[config.mk]
export PLATFORM = sky130hd
export DESIGN_NAME = mtc_quarter_frame_generator
export DESIGN_NICKNAME = d
export VERILOG_FILES = /design/src/design/mtc_pkg.sv /design/src/design/mtc_msg_sender.sv /design/src/design/mtc_quarter_frame_generator.sv
export VERILOG_INCLUDE_DIRS = /design/src /design/src/design
export SDC_FILE = /design/constraint.sdc
export NUM_CORES = 1
export LEC_CHECK = 0
export BUFFER_PORTS_ARGS = -buffer_cell sky130_fd_sc_hd__buf_2
export CAP_MARGIN = 20
export CORE_MARGIN = 1
export CORE_UTILIZATION = 38
export DETAILED_ROUTE_END_ITERATION = 7
export PLACE_DENSITY = 0.53
export SYNTH_ARGS = -nofsm -noshare
export SYNTH_HDL_FRONTEND = slang
export SYNTH_SLANG_ARGS = --single-unit
[constraint.sdc]
create_clock -name i_clk -period 6.2 [get_ports i_clk]
set_input_delay 0.62 -clock i_clk [delete_from_list [all_inputs] [get_ports i_clk]]
set_output_delay 0.62 -clock i_clk [all_outputs]
set_load 0.01 [all_outputs]
[src/design/assert_macros.svh]
// Assertion macros shared by the MTC generator modules.
// No dependencies; include with the bare file name.
`ifndef ASSERT_MACROS_SVH
`define ASSERT_MACROS_SVH

// Same-cycle implication, disabled while reset is held.
`define ASSERT_IMPLY(lbl, clk, rst_n, ante, cons) \
    lbl: assert property (@(posedge clk) disable iff (!(rst_n)) (ante) |-> (cons)) \
        else $error("implication check failed");

// Next-cycle implication, disabled while reset is held.
`define ASSERT_NEXT(lbl, clk, rst_n, ante, cons) \
    lbl: assert property (@(posedge clk) disable iff (!(rst_n)) (ante) |=> (cons)) \
        else $error("next-cycle check failed");

`endif

[src/design/mtc_pkg.sv]
// Types, constants and timecode arithmetic for the MTC generator.
// No dependencies; used by mtc_msg_sender and mtc_quarter_frame_generator.
package mtc_pkg;

    typedef struct packed {
        logic [4:0] hours;
        logic [5:0] minutes;
        logic [5:0] seconds;
        logic [4:0] frames;
    } t_tc;

    // One outgoing message: full-frame SysEx or a two-byte quarter frame.
    typedef struct packed {
        logic       full;
        logic [7:0] d0;
        logic [7:0] d1;
        logic [7:0] d2;
        logic [7:0] d3;
    } t_msg;

    localparam logic [7:0] BYTE_SYSEX_START = 8'hF0;
    localparam logic [7:0] BYTE_UNIVERSAL_RT = 8'h7F;
    localparam logic [7:0] BYTE_MTC_SUB_ID = 8'h01;
    localparam logic [7:0] BYTE_SYSEX_END = 8'hF7;
    localparam logic [7:0] BYTE_QF_STATUS = 8'hF1;

    localparam logic [1:0] RATE_24 = 2'd0;
    localparam logic [1:0] RATE_25 = 2'd1;
    localparam logic [1:0] RATE_30_DROP = 2'd2;
    localparam logic [1:0] RATE_30 = 2'd3;

    localparam logic [1:0] CFG_RATE = 2'd0;
    localparam logic [1:0] CFG_PERIOD = 2'd1;
    localparam logic [1:0] CFG_QF_EN = 2'd2;

    localparam logic [1:0]  RESET_RATE = RATE_25;
    localparam logic [23:0] RESET_PERIOD = 24'd122880;

    localparam logic [23:0] PHASE_STEP = 24'd256;

    localparam logic [2:0] PIECE_FRAMES_LO = 3'd0;
    localparam logic [2:0] PIECE_FRAMES_HI = 3'd1;
    localparam logic [2:0] PIECE_SECONDS_LO = 3'd2;
    localparam logic [2:0] PIECE_SECONDS_HI = 3'd3;
    localparam logic [2:0] PIECE_MINUTES_LO = 3'd4;
    localparam logic [2:0] PIECE_MINUTES_HI = 3'd5;
    localparam logic [2:0] PIECE_HOURS_LO = 3'd6;
    localparam logic [2:0] PIECE_RATE_HOURS = 3'd7;

    localparam logic [3:0] FULL_LAST_IDX = 4'd9;
    localparam logic [3:0] QF_LAST_IDX = 4'd1;

    // Minute is a multiple of ten (0..63 range).
    function automatic logic is_tens(input logic [5:0] m);
        return (m == 6'd0) || (m == 6'd10) || (m == 6'd20) || (m == 6'd30) ||
               (m == 6'd40) || (m == 6'd50) || (m == 6'd60);
    endfunction

    // Advance the timecode by one frame with rate-dependent wrapping.
    function automatic t_tc tc_advance(input logic [1:0] rate, input t_tc tc);
        t_tc        n;
        logic [4:0] fps;
        n = tc;
        case (rate)
            RATE_24: fps = 5'd24;
            RATE_25: fps = 5'd25;
            default: fps = 5'd30;
        endcase
        n.frames = tc.frames + 5'd1;
        if (n.frames >= fps) begin
            n.frames  = 5'd0;
            n.seconds = tc.seconds + 6'd1;
            if (n.seconds >= 6'd60) begin
                n.seconds = 6'd0;
                n.minutes = tc.minutes + 6'd1;
                if (n.minutes >= 6'd60) begin
                    n.minutes = 6'd0;
                    n.hours   = tc.hours + 5'd1;
                    if (n.hours >= 5'd24) begin
                        n.hours = 5'd0;
                    end
                end
            end
            // drop frames 0 and 1 at each minute not divisible by ten
            if (rate == RATE_30_DROP && n.seconds == 6'd0 && !is_tens(n.minutes)) begin
                n.frames = 5'd2;
            end
        end
        return n;
    endfunction

endpackage

[src/design/mtc_msg_sender.sv]
// Output sequencer: walks one stored message out a byte per transfer.
// Depends on mtc_pkg and assert_macros.svh.
`include "assert_macros.svh"

module mtc_msg_sender (
    input  logic          i_clk,
    input  logic          i_rst_n,
    input  logic          i_load,
    input  mtc_pkg::t_msg i_msg,
    output logic          o_free,
    output logic          o_valid,
    input  logic          i_stall,
    output logic [7:0]    o_midi_byte,
    output logic          o_last
);

    logic          r_valid;
    logic [3:0]    r_idx;
    mtc_pkg::t_msg r_msg;
    logic          n_valid;
    logic [3:0]    n_idx;

    assign o_valid = r_valid;
    assign o_last  = r_msg.full ? (r_idx == mtc_pkg::FULL_LAST_IDX)
                                : (r_idx == mtc_pkg::QF_LAST_IDX);
    // free when empty or when the final byte leaves this cycle
    assign o_free  = !r_valid || (!i_stall && o_last);

    always_comb begin
        if (r_msg.full) begin
            case (r_idx)
                4'd0:    o_midi_byte = mtc_pkg::BYTE_SYSEX_START;
                4'd1:    o_midi_byte = mtc_pkg::BYTE_UNIVERSAL_RT;
                4'd2:    o_midi_byte = mtc_pkg::BYTE_UNIVERSAL_RT;
                4'd3:    o_midi_byte = mtc_pkg::BYTE_MTC_SUB_ID;
                4'd4:    o_midi_byte = mtc_pkg::BYTE_MTC_SUB_ID;
                4'd5:    o_midi_byte = r_msg.d0;
                4'd6:    o_midi_byte = r_msg.d1;
                4'd7:    o_midi_byte = r_msg.d2;
                4'd8:    o_midi_byte = r_msg.d3;
                default: o_midi_byte = mtc_pkg::BYTE_SYSEX_END;
            endcase
        end else begin
            o_midi_byte = (r_idx == 4'd0) ? mtc_pkg::BYTE_QF_STATUS : r_msg.d0;
        end
    end

    always_comb begin
        n_valid = r_valid;
        n_idx   = r_idx;
        if (i_load) begin
            n_valid = 1'b1;
            n_idx   = 4'd0;
        end else if (r_valid && !i_stall) begin
            if (o_last) begin
                n_valid = 1'b0;
            end else begin
                n_idx = r_idx + 4'd1;
            end
        end
    end

    always_ff @(posedge i_clk) begin
        if (!i_rst_n) begin
            r_valid <= 1'b0;
            r_idx   <= 4'd0;
        end else begin
            r_valid <= n_valid;
            r_idx   <= n_idx;
        end
    end

    always_ff @(posedge i_clk) begin
        if (i_load) begin
            r_msg <= i_msg;
        end
    end

    `ASSERT_IMPLY(a_idx_in_range, i_clk, i_rst_n, 1'b1, r_idx <= mtc_pkg::FULL_LAST_IDX)
    `ASSERT_IMPLY(a_qf_two_bytes, i_clk, i_rst_n, r_valid && !r_msg.full, r_idx <= mtc_pkg::QF_LAST_IDX)
    `ASSERT_IMPLY(a_load_when_free, i_clk, i_rst_n, i_load, o_free)

endmodule

[src/design/mtc_quarter_frame_generator.sv]
// MIDI time code generator: full-frame SysEx on load, quarter frames on ticks.
// Latency: first byte of a message is valid the cycle after its input transfer
// when the sender is free, else the cycle after the sender frees up.
// Throughput: one input item per cycle while the pending message slot is free;
// output runs one byte per cycle unless stalled (10 per full frame, 2 per quarter frame).
// Reset (synchronous, active low) clears timecode, phase, piece and running,
// and returns the registers to 25 fps, default period, quarter frames off.
// Depends on mtc_pkg, mtc_msg_sender and assert_macros.svh.
`include "assert_macros.svh"

module mtc_quarter_frame_generator (
    input  logic        i_clk,
    input  logic        i_rst_n,
    input  logic        i_cfg_we,
    input  logic [1:0]  i_cfg_index,
    input  logic [23:0] i_cfg_data,
    input  logic        i_in_valid,
    output logic        o_in_stall,
    input  logic        i_mode,
    input  logic [4:0]  i_tc_hours,
    input  logic [5:0]  i_tc_minutes,
    input  logic [5:0]  i_tc_seconds,
    input  logic [4:0]  i_tc_frames,
    output logic        o_out_valid,
    input  logic        i_out_stall,
    output logic [7:0]  o_midi_byte,
    output logic        o_last
);

    logic [1:0]    r_rate;
    logic [23:0]   r_period;
    logic          r_qf_en;

    mtc_pkg::t_tc  r_tc;
    logic [2:0]    r_piece;
    logic [23:0]   r_phase;
    logic          r_running;
    logic          r_pend_valid;
    mtc_pkg::t_msg r_pend;

    logic          acc;
    logic          qf_active;
    logic          emit;
    logic [4:0]    hr_mod;
    mtc_pkg::t_tc  load_tc;
    mtc_pkg::t_tc  load_adj;
    mtc_pkg::t_tc  tc_group;
    logic [6:0]    hrbits;
    logic [3:0]    nib;
    logic [23:0]   period;
    logic [23:0]   phase_next;
    logic          new_valid;
    mtc_pkg::t_msg new_msg;
    logic          send_free;
    logic          send_load;
    mtc_pkg::t_msg send_msg;

    assign o_in_stall = r_pend_valid;
    assign acc        = i_in_valid && !o_in_stall;

    // load path: hours mod 24, then align to an even frame except at 25 fps
    assign hr_mod   = (i_tc_hours >= 5'd24) ? (i_tc_hours - 5'd24) : i_tc_hours;
    assign load_tc  = '{hours: hr_mod, minutes: i_tc_minutes,
                        seconds: i_tc_seconds, frames: i_tc_frames};
    assign load_adj = (r_rate != mtc_pkg::RATE_25 && i_tc_frames[0])
                    ? mtc_pkg::tc_advance(r_rate, load_tc) : load_tc;

    // tick path
    assign qf_active  = r_running && r_qf_en;
    assign emit       = qf_active && (r_phase[23:8] == 16'd0);
    assign hrbits     = {r_rate, r_tc.hours};
    assign tc_group   = mtc_pkg::tc_advance(r_rate, mtc_pkg::tc_advance(r_rate, r_tc));
    assign period     = (r_period[23:8] == 16'd0) ? mtc_pkg::PHASE_STEP : r_period;
    assign phase_next = r_phase + (emit ? period : 24'd0) - mtc_pkg::PHASE_STEP;

    always_comb begin
        case (r_piece)
            mtc_pkg::PIECE_FRAMES_LO:  nib = r_tc.frames[3:0];
            mtc_pkg::PIECE_FRAMES_HI:  nib = {3'd0, r_tc.frames[4]};
            mtc_pkg::PIECE_SECONDS_LO: nib = r_tc.seconds[3:0];
            mtc_pkg::PIECE_SECONDS_HI: nib = {2'd0, r_tc.seconds[5:4]};
            mtc_pkg::PIECE_MINUTES_LO: nib = r_tc.minutes[3:0];
            mtc_pkg::PIECE_MINUTES_HI: nib = {2'd0, r_tc.minutes[5:4]};
            mtc_pkg::PIECE_HOURS_LO:   nib = hrbits[3:0];
            default:                   nib = {1'b0, hrbits[6:4]};
        endcase
    end

    assign new_valid = acc && (i_mode || emit);

    always_comb begin
        new_msg = '0;
        if (i_mode) begin
            new_msg.full = 1'b1;
            new_msg.d0   = {1'b0, r_rate, hr_mod};
            new_msg.d1   = {2'd0, i_tc_minutes};
            new_msg.d2   = {2'd0, i_tc_seconds};
            new_msg.d3   = {3'd0, i_tc_frames};
        end else begin
            new_msg.d0   = {1'b0, r_piece, nib};
        end
    end

    // configuration
    always_ff @(posedge i_clk) begin
        if (!i_rst_n) begin
            r_rate   <= mtc_pkg::RESET_RATE;
            r_period <= mtc_pkg::RESET_PERIOD;
            r_qf_en  <= 1'b0;
        end else if (i_cfg_we) begin
            case (i_cfg_index)
                mtc_pkg::CFG_RATE:   r_rate   <= i_cfg_data[1:0];
                mtc_pkg::CFG_PERIOD: r_period <= i_cfg_data;
                mtc_pkg::CFG_QF_EN:  r_qf_en  <= i_cfg_data[0];
                default: ;
            endcase
        end
    end

    // timecode state
    always_ff @(posedge i_clk) begin
        if (!i_rst_n) begin
            r_tc      <= '0;
            r_piece   <= 3'd0;
            r_phase   <= 24'd0;
            r_running <= 1'b0;
        end else if (acc) begin
            if (i_mode) begin
                r_tc      <= load_adj;
                r_piece   <= 3'd0;
                r_phase   <= 24'd0;
                r_running <= 1'b1;
            end else if (qf_active) begin
                r_phase <= phase_next;
                if (emit) begin
                    r_piece <= r_piece + 3'd1;
                    // last piece of a group: advance two frames
                    if (r_piece == mtc_pkg::PIECE_RATE_HOURS) begin
                        r_tc <= tc_group;
                    end
                end
            end
        end
    end

    // pending slot in front of the sender
    assign send_load = send_free && (r_pend_valid || new_valid);
    assign send_msg  = r_pend_valid ? r_pend : new_msg;

    always_ff @(posedge i_clk) begin
        if (!i_rst_n) begin
            r_pend_valid <= 1'b0;
        end else if (r_pend_valid) begin
            if (send_free) begin
                r_pend_valid <= 1'b0;
            end
        end else if (new_valid && !send_free) begin
            r_pend_valid <= 1'b1;
        end
    end

    always_ff @(posedge i_clk) begin
        if (!r_pend_valid && new_valid && !send_free) begin
            r_pend <= new_msg;
        end
    end

    mtc_msg_sender u_sender (
        .i_clk       (i_clk),
        .i_rst_n     (i_rst_n),
        .i_load      (send_load),
        .i_msg       (send_msg),
        .o_free      (send_free),
        .o_valid     (o_out_valid),
        .i_stall     (i_out_stall),
        .o_midi_byte (o_midi_byte),
        .o_last      (o_last)
    );

    `ASSERT_IMPLY(a_pend_implies_busy, i_clk, i_rst_n, r_pend_valid, o_out_valid)
    `ASSERT_NEXT(a_load_restarts, i_clk, i_rst_n, acc && i_mode, r_running && r_piece == 3'd0 && r_phase == 24'd0)
    `ASSERT_NEXT(a_piece_steps, i_clk, i_rst_n, acc && !i_mode && emit, r_piece == $past(r_piece) + 3'd1)

endmodule

==> flow_summary.json, run 1 <==
{
  "status": "finished clean",
  "yosys.area.top_type": "dfxtp_1",
  "ys_types": 98,
  "synth_area_um2": 10660,
  "p_per_area_nw_per_um2": 195.9,
  "place_hpwl_um": 21110,
  "syn_nets": 1428,
  "drt-initial-drc-count": 806,
  "rows": 60,
  "hp-class": "input port to flop",
  "fin_skew_ns": 0.01394,
  "min_path_cells": 3,
  "die_area_um2": 28720,
  "clock_path_buffers": 2,
  "die_x_um": 169.5,
  "crit_path_max_fanout": 12,
  "grt_pass1_vias": 9048,
  "multiInputGateArea_um2": 6878,
  "seqCellArea_um2": 3163,
  "drc": 0,
  "hold_viol_final": 0,
  "synthXorXnorAreaFrac": 0.03768,
  "slew_violations": 0,
  "pin_count": 65,
  "synth_compound_area_frac": 0.2418,
  "vdd_drop_max_mv": 0.1785,
  "synth_area_leaders": "dfxtp_1, edfxtp_1, ha_1, nand2_1, o21ai_0",
  "r2r-end": "r_tc[1]",
  "start_util": 0.3911,
  "period_minus_slack_ns": 5.827,
  "ff2ff_path_depth": 24,
  "crit_type": "flop to flop",
  "wl_per_cell_um": 16.67,
  "critPathArrivalTime_ns": 6.20,
  "num-nets-final": 1461,
  "muxShareOfSynthArea": 0.03992,
  "setup_viol": 0,
  "hold_path_startpoint": "i_cfg_data[15]",
  "synthFlopType": "dfxtp_1",
  "cts_made_buffers": 17,
  "reg2reg_from": "r_tc[6]",
  "core-area_um2": 27250,
  "tritoncts": "built",
  "gp_congestion": 0.9240,
  "synth_top_family_by_area": "compound AO/OA/AOI/OAI gates",
  "grt_overflow": 0,
  "fillCellCount": 2760,
  "synth_top_area_frac": 0.1559,
  "syn_avg_cell_area_um2": 8.211,
  "via_per_inst": 5.619,
  "required_ns": 6.57,
  "htreeDepth": 4,
  "drive_above_1_share": 0.1384,
  "async_flop_share": 0,
  "ys_ff_latch": 133,
  "dr.pass1.iters": 5,
  "ctsRootBufferMaster": "clkbuf_16",
  "drv_cap": 0,
  "setup_slack_ns": 0.3727,
  "post-place-ws_ns": 0.4183,
  "yosysSeqAreaShare": 0.2968,
  "yosys.area_share.simple": 0.2290,
  "dieHeight_um": 169.5,
  "grt_usage": 0.2043,
  "endpoint_kind": "flop",
  "worstMarginPinSlew_ns": 1.087,
  "cp-start-kind": "flop",
  "grt_max_degree": 72,
  "grt_pass1_wl_um": 47190,
  "synth_edf_count": 50,
  "clkSlewWorstSetupHoldPaths_ns": 0.07,
  "wl_um": 28620,
  "rsz0062_at_grt": "false",
  "port_buffers": 64,
  "clkSinkCount": 133,
  "hold_end": "r_period[15]",
  "tns_ns": 0,
  "min_period_over_period": 0.9399,
  "synth-adder-area-share": 0.09404,
  "yosys_warnings": 0,
  "relSlewSlack": 0.2753,
  "worst_skew_pair.late_latency_ns": 0.43,
  "max_freq_ghz": 0.1716,
  "leakage_nw": 4.688,
  "holdBufCountCts": 0,
  "r2r_slack_ns": 0.37,
  "syn_to_final_growth_pct": 11.94,
  "vias": 9648,
  "syn_inst": 1298,
  "drtAntennaViolNets": 0,
  "antenna_found_initial": 1
}
flip-flops by register name, summed over array words and instances (netlist names):
| name | flops |
|---|---|
| r_period | 24 |
| r_running | 1 |
| r_tc | 17 |
| r_phase | 24 |
| u_sender.r_idx | 4 |
| r_qf_en | 1 |
| r_pend | 25 |
| u_sender.o_valid | 1 |
| r_rate | 2 |
| u_sender.r_msg | 25 |
| hrbits | 5 |
| r_piece | 3 |
| o_in_stall | 1 |
worst max-delay path by stage:
stage	startpoint	slack, ns	endpoint
finish	r_tc[6]	0.37	r_tc[1]
global route	r_tc[6]	0.02	r_tc[1]
CTS	r_tc[6]	0.39	r_tc[1]
detailed placement	r_tc[6]	0.42	r_tc[1]
global placement	r_tc[5]	0.64	r_tc[1]
floorplan	r_tc[5]	1.12	r_tc[14]
cells in the final DEF (no fill, tap or decap), types with 12 or more instances in the layout:
master | synthesis | final
a21boi_0 | 34 | 34
a21oi_1 | 60 | 60
a22oi_1 | 23 | 23
and2_1 | 27 | 27
and3_1 | 23 | 23
buf_2 | 7 | 64
buf_4 | 0 | 26
clkbuf_16 | 0 | 17
dfxtp_1 | 83 | 83
edfxtp_1 | 50 | 50
ha_1 | 75 | 74
inv_1 | 82 | 82
mux2_2 | 28 | 28
nand2_1 | 160 | 160
nand2b_1 | 12 | 12
nand3_1 | 46 | 46
nor2_1 | 67 | 65
nor2b_1 | 48 | 48
nor3_1 | 28 | 26
nor4_1 | 12 | 12
o211ai_1 | 19 | 19
o21ai_0 | 65 | 65
xnor2_1 | 28 | 28
xor2_1 | 16 | 16
layout make-up:
type / count / share of cell area
clock inverter: 13 / 0.01122
timing repair buffer: 91 / 0.04552
tap: 372 / 0.03901
antenna: 1 / 0.0002098
inverter: 83 / 0.02611
multi-input combinational: 1005 / 0.5765
clock buffer: 19 / 0.03629
sequential: 133 / 0.2651
cell families after synthesis:
group                      count (synthesis)
and+or+nand+nor                          482
AOI/OAI and AO/OA                        359
buffers and inverters                    160
DFF                                      133
adders and majority gates                 80
xor gates and xnor gates                  45
muxes                                     39
routing by layer:
metal / vias up / routed length (um) / GRT usage
met1: 4502 / 14570 / 0.2974
met5: - / 0 / 0
li1: 4812 / - / -
met2: 289 / 12040 / 0.3024
met3: 45 / 1411 / 0.03638
met4: 0 / 593 / 0.06580
cells in the mapped netlist, drive strengths merged, types with 11 or more instances:
library cell  count
a21oi            60
and2             28
xor2             17
clkbuf           67
dfxtp            83
nor2b            48
mux2             28
mux2i            11
o21ai            73
edfxtp           50
nor4             12
a22oi            23
nor3b            11
a21boi           34
o211a            11
a21o             11
nand2b           12
nor2             69
nand3            46
nor3             30
o211ai           20
ha               75
xnor2            28
inv              83
nand2           160
and3             24
critical path, cell delays in order, from the launching register on:
cell and delay [ns]:
dfxtp_1 0.56, ha_2 0.41, nand2b_1 0.13, nor3_1 0.39, or2_2 0.30, o21ai_0 0.11
a22oi_1 0.27, inv_1 0.09, o21ai_0 0.23, buf_4 0.16, xnor2_1 0.05, o21ai_0 0.16
o2111ai_1 0.15, a22o_1 0.21, ha_1 0.33, ha_1 0.29, a21oi_1 0.06, maj3_1 0.36
nor3_2 0.27, buf_4 0.21, inv_1 0.11, a2111oi_0 0.34, o221ai_1 0.18, a32oi_1 0.21
o41a_1 0.17
stage by stage:
stage | utilization | hold WS, ns | total power [W] | cells | cell area (um^2)
after floorplan | - | 0.4390 | 0.001236 | 1298 | 10660
after global placement | 0.4158 | 0.4511 | 0.001351 | 1683 | 11330
after detailed placement | 0.4168 | 0.4539 | 0.001354 | 1684 | 11360
after CTS | 0.4376 | 0.3830 | 0.002362 | 1716 | 11930
after global routing | 0.4377 | 0.4083 | 0.002448 | 1716 | 11930
final | 0.4378 | 0.3999 | 0.002337 | 1717 | 11930
timing repair:
item | in CTS | in global routing
endpoints found under the hold margin | 0 | 0
endpoints found under the setup margin | 0 | 3
resized for setup | 0 | 1
buffers inserted | 0 | 0
power by group:
group          switching (W)  leakage (nW)  internal, W
sequential         0.0000295          1.14     0.000941
combinational       0.000222          3.26     0.000149
clock               0.000405         0.281     0.000591
total               0.000656          4.69      0.00168
Power figures use the tool's default switching activity.
==> run 2: changes to the inputs <==
--- a/config.mk
+++ b/config.mk
@@ -8,7 +8,7 @@
 export LEC_CHECK = 0
 export BUFFER_PORTS_ARGS = -buffer_cell sky130_fd_sc_hd__buf_2
 export CAP_MARGIN = 20
-export CORE_MARGIN = 1
+export CORE_MARGIN = 1.5
 export CORE_UTILIZATION = 38
 export DETAILED_ROUTE_END_ITERATION = 7
 export PLACE_DENSITY = 0.53
==> run 2 against run 1 <==
Setup slack improved by 0.29 ns. Routed wire length is 0.64% higher. Final area is essentially flat. Combinational power is essentially flat. Critical path depth stayed put. Clock-buffer cell count unchanged. Cell count increased by 0.29%. Fmax rose by 5.3%. Hold slack improved by 0.0097 ns. Sequential power hardly changed. Global-route usage is 0.28 points lower. Clock power fell by 0.7%. Critical path type unchanged. Largest power group unchanged.
==> flow_summary.json, run 2 (same netlist as run 1, synthesis figures left out) <==
{
  "status": "finished clean",
  "core-area_um2": 27710,
  "leakage_nw": 4.674,
  "clock_path_buffers": 2,
  "critPathMaxStageDelay_ns": 0.43,
  "post-cts-setup-buffer-count": 0,
  "post-route-util": 0.4303,
  "r2r-end": "r_tc[1]",
  "dp.cells": 1690,
  "relSlewSlack": 0.3053,
  "drive_above_1_share": 0.1391,
  "dieHeight_um": 170.5,
  "worst_skew_pair.late_latency_ns": 0.42,
  "min_path_cells": 3,
  "clkSlewWorstSetupHoldPaths_ns": 0.07,
  "max_freq_ghz": 0.1807,
  "layout_common_cells": "nand2_1, dfxtp_1, inv_1, ha_1",
  "endpoint_kind": "flop",
  "fillCellCount": 2850,
  "fin_skew_ns": 0.01457,
  "holdBufCountCts": 0,
  "pwr-share-seq": 0.417,
  "antennaDiodeCount": 0,
  "pin_count": 65,
  "crit_type": "flop to flop",
  "cp-start-kind": "flop",
  "syn_to_final_growth_pct": 11.87,
  "critPathArrivalTime_ns": 5.89,
  "wl_um": 28800,
  "crit_path_cell_trace": "ha_4 > nand2b_1 > a211oi_4 > or2_2 > o21ai_0 > a22oi_1 > inv_1 > o21ai_0 > buf_4 > xnor2_1 > o21ai_0 > o2111ai_1 > a22o_1 > ha_1 > ha_1 > a21oi_1 > maj3_1 > nor3_2 > buf_4 > inv_1 > a2111oi_0 > o221ai_1 > a32oi_1 > o41a_1",
  "die_x_um": 170.5,
  "mostFrequentLayoutCell": "nand2_1",
  "grt_overflow": 0,
  "instances_no_fill": 1722,
  "top_regs": "r_pend: 25 flops, u_sender.r_msg: 25 flops",
  "path_delay_family": "compound AO/OA/AOI/OAI gates",
  "drtAntennaViolNets": 0,
  "drt-initial-drc-count": 701,
  "crit_slowest_cell": "dfxtp_1",
  "crit_path_max_fanout": 12,
  "post-place-ws_ns": 0.5681,
  "wl_per_cell_um": 16.72,
  "grt_pass1_vias": 8898,
  "p_sw_frac": 0.2882,
  "drc": 0,
  "port_buffers": 64,
  "cp_num_buf_inv": 4,
  "via_per_inst": 5.502,
  "clkSinkCount": 133,
  "gp_congestion": 0.8949,
  "start_util": 0.3847,
  "worstMarginPinSlew_ns": 1.042,
  "setup_viol": 0,
  "ctsRootBufferMaster": "clkbuf_16",
  "grt_max_degree": 60,
  "multiInputGateArea_um2": 6888,
  "vias": 9475,
  "period_minus_slack_ns": 5.533,
  "cts_made_buffers": 17,
  "antenna_found_initial": 0,
  "place_hpwl_um": 21270,
  "hp-class": "input port to flop",
  "seqCellArea_um2": 3163,
  "hold_path_startpoint": "i_cfg_data[14]",
  "grt_usage": 0.2014,
  "dr.pass1.iters": 5,
  "p_per_area_nw_per_um2": 195.3,
  "hold_viol_final": 0,
  "ff2ff_path_depth": 24,
  "setup_slack_ns": 0.6672,
  "clkPwrFrac": 0.425,
  "p_total_w": 0.002328,
  "drv_cap": 0,
  "hold_end": "r_period[14]",
  "required_ns": 6.56,
  "r2r_slack_ns": 0.67,
  "rsz0062_at_grt": "false",
  "slew_violations": 0,
  "cts.repair.resized": 0,
  "switching_power_w": 0.0006710,
  "vdd_drop_max_mv": 0.1654,
  "tns_ns": 0,
  "die_area_um2": 29060,
  "min_period_over_period": 0.8924,
  "num-nets-final": 1461,
  "path_common_cell": "o21ai_0",
  "power_frac_comb": 0.159,
  "tritoncts": "built",
  "reg2reg_from": "r_tc[6]",
  "grt_pass1_wl_um": 46820,
  "htreeDepth": 4,
  "rows": 61,
  "p_int_w": 0.001658
}
-- run 2: worst register-to-register path, cell delays in order, from the launching register on --
cell and delay [ns]:
dfxtp_1 0.43, ha_4 0.27, nand2b_1 0.20, a211oi_4 0.32
or2_2 0.28, o21ai_0 0.11, a22oi_1 0.26, inv_1 0.09
o21ai_0 0.25, buf_4 0.18, xnor2_1 0.05, o21ai_0 0.17
o2111ai_1 0.17, a22o_1 0.21, ha_1 0.31, ha_1 0.28
a21oi_1 0.06, maj3_1 0.37, nor3_2 0.23, buf_4 0.23
inv_1 0.14, a2111oi_0 0.31, o221ai_1 0.18, a32oi_1 0.20
o41a_1 0.16
-- run 2: how the worst max path moves through the flow --
stage | startpoint | end | slack (ns) | depth (start not counted)
global route | r_tc[6] | r_tc[1] | 0.11 | 25
global placement | r_rate[1] | r_tc[1] | 0.64 | 23
detailed placement | r_tc[6] | r_tc[1] | 0.57 | 24
finish | r_tc[6] | r_tc[1] | 0.67 | 24
floorplan | r_tc[5] | r_tc[14] | 1.12 | 24
CTS | r_tc[6] | r_tc[1] | 0.51 | 24
-- run 2: per-layer routing --
metal / track usage / wire length [um]
met5: 0 / 0
met4: 0.05079 / 448
met3: 0.02442 / 866
met2: 0.3232 / 12790
met1: 0.2857 / 14690
-- run 2: area by class of cell --
cell class	count	share of cell area
Sequential cell	133	0.2653
Clock inverter	13	0.01018
Tap cell	378	0.03967
Multi-Input combinational cell	1005	0.5777
Clock buffer	19	0.03715
Inverter	83	0.02613
Timing Repair Buffer	91	0.04387
-- run 2: power by group through the flow --
stage               combinational, W  sequential [W]  clock, W
floorplan                   0.000261        0.000974         0
global placement            0.000365        0.000989         0
detailed placement          0.000365        0.000989         0
CTS                         0.000368        0.000970   0.00101
global route                0.000411        0.000973   0.00104
finish                      0.000369        0.000970  0.000989
-- run 2: per-stage QoR --
| stage | hold slack, ns | cell area, um^2 |
|---|---|---|
| final | 0.4096 | 11920 |
| after global routing | 0.4035 | 11920 |
| after CTS | 0.3956 | 11910 |
| after detailed placement | 0.4571 | 11350 |
| after global placement | 0.4538 | 11350 |
| after floorplan | 0.4390 | 10660 |
==> run 3: changes to the inputs <==
--- a/config.mk
+++ b/config.mk
@@ -11,6 +11,7 @@
 export CORE_MARGIN = 1.5
 export CORE_UTILIZATION = 38
 export DETAILED_ROUTE_END_ITERATION = 7
+export GPL_TIMING_DRIVEN = 0
 export PLACE_DENSITY = 0.53
 export SYNTH_ARGS = -nofsm -noshare
 export SYNTH_HDL_FRONTEND = slang
==> run 3 against run 2 <==
Clock-buffer cell count increased by 2. Cell count increased by 3.0%. Critical endpoint is now r_tc[14]. Die area unchanged. Critical path depth decreased by 2. Core utilization increased by 0.65 points. Power increased by 1.8%. Register-to-register slack got worse by 0.33 ns. First-iteration DRC count increased by 5.7%.
==> flow_summary.json, run 3 (same netlist as run 1, synthesis figures left out) <==
{
  "die_x_um": 170.5,
  "crit_slowest_cell": "o31ai_1",
  "top_regs": "r_pend: 25 flops, u_sender.r_msg: 25 flops",
  "rows": 61,
  "path_common_cell": "buf_2",
  "grt_max_degree": 21,
  "port_buffers": 61,
  "crit_path_cell_trace": "buf_2 > nand3b_1 > a211oi_4 > nor2_1 > buf_2 > o31ai_1 > o21ai_1 > nor3_1 > a21o_1 > a221o_1 > o2111ai_1 > a22o_1 > ha_1 > ha_1 > a21oi_1 > maj3_1 > nor3_2 > clkbuf_2 > buf_2 > nor2_1 > o311ai_0 > o211a_1",
  "grt_overflow": 0,
  "gp_congestion": 0.8839,
  "via_per_inst": 5.481,
  "setup_viol": 0,
  "tritoncts": "built",
  "min_period_over_period": 0.9457,
  "num-nets-final": 1510,
  "pin_count": 65,
  "wl_um": 30810,
  "holdBufCountCts": 0,
  "vias": 9724,
  "place_hpwl_um": 24050,
  "clock_path_buffers": 2,
  "period_minus_slack_ns": 5.863,
  "max_freq_ghz": 0.1705,
  "wl_per_cell_um": 17.37,
  "drc": 0,
  "leakage_nw": 4.707,
  "hp-class": "input port to flop",
  "tns_ns": 0,
  "drive_above_1_share": 0.1235,
  "relSlewSlack": 0.4149,
  "post-place-ws_ns": -0.4739,
  "grt_pass1_vias": 9019,
  "syn_to_final_growth_pct": 13.55,
  "setup_slack_ns": 0.3365,
  "hold_viol_final": 0,
  "htreeDepth": 4,
  "slew_violations": 0,
  "drtAntennaViolNets": 0,
  "dr.pass1.iters": 5,
  "drt-initial-drc-count": 741,
  "cp-start-kind": "flop",
  "layout_common_cells": "nand2_1, dfxtp_1, inv_1, ha_1, buf_2",
  "ctsRootBufferMaster": "clkbuf_16",
  "cts_made_buffers": 17,
  "mostFrequentLayoutCell": "nand2_1",
  "vdd_drop_max_mv": 0.1141,
  "status": "finished clean",
  "grt_pass1_wl_um": 49340,
  "drv_cap": 0,
  "critPathArrivalTime_ns": 6.22,
  "grt_usage": 0.2167,
  "die_area_um2": 29060,
  "required_ns": 6.56,
  "design_area_um2": 12100,
  "crit_type": "flop to flop",
  "clkSlewWorstSetupHoldPaths_ns": 0.07,
  "antenna_found_initial": 3,
  "rsz0062_at_grt": "false",
  "p_total_w": 0.002369,
  "fin_skew_ns": 0.01136,
  "worstMarginPinSlew_ns": 0.8555,
  "p_per_area_nw_per_um2": 195.8,
  "start_util": 0.3847,
  "crit_path_max_fanout": 10,
  "dieHeight_um": 170.5,
  "worst_skew_pair.late_latency_ns": 0.42,
  "core-area_um2": 27710,
  "endpoint_kind": "flop",
  "place_area_um2": 11480,
  "critPathMaxStageDelay_ns": 0.49,
  "clkSinkCount": 133
}
run 3: critical path, delay by kind of cell, from the launching register on:
family	cells	cell delay, ns
AO/OA/AOI/OAI	10	2.41
AND/OR/NAND/NOR	5	0.95
buffers and inverters	4	1.05
flip-flops	1	0.36
adder cells (fa/ha/maj)	3	0.99
run 3: cell type report:
cell class | count | area (um^2)
fill | 2800 | 15600
multi-input combinational | 1005 | 6874
sequential | 133 | 3163
tap | 378 | 473.0
clock buffer | 21 | 471.7
timing repair buffer | 64 | 352.8
buffer | 76 | 336.6
inverter | 83 | 311.5
clock inverter | 11 | 111.4
antenna | 3 | 7.507
run 3: routing by layer:
metal	vias up	GRT usage	routed length, um
met3	37	0.02721	1161
met4	0	0.06310	589
met5	-	0	0
li1	4912	-	-
met2	208	0.3393	13440
met1	4567	0.3104	15620
run 3: path summary, 6_finish.rpt:
| kind | from | depth (start not counted) | slack (ns) | endpoint |
|---|---|---|---|---|
| hold / removal | i_cfg_data[14] | 3 | 0.40 | r_period[14] |
| setup reg to reg | r_tc[5] | 22 | 0.34 | r_tc[14] |
| hold reg to reg | r_period[5] | 2 | 0.46 | r_period[5] |
| setup / recovery | r_tc[5] | 22 | 0.34 | r_tc[14] |
run 3: per-stage QoR:
step                hold WS (ns)    util  cells
finish                    0.4008  0.4368   1774
global route              0.4070  0.4366   1772
CTS                       0.3955  0.4359   1771
detailed placement        0.4543  0.4145   1739
global placement          0.4530  0.4128   1737
floorplan                 0.4390       -   1298
run 3: report_power, final:
part | leakage [nW] | switching, W | internal, W
registers | 1.14 | 0.0000257 | 0.000941
logic | 3.29 | 0.000236 | 0.000149
clock network | 0.279 | 0.000422 | 0.000596
total | 4.71 | 0.000684 | 0.00168
run 3: what timing repair did:
item                                    4_1_cts  5_1_grt
endpoints found under the setup margin       19       16
buffers inserted                              0        0
pin swaps                                     0        0
gates resized for setup                       3       10
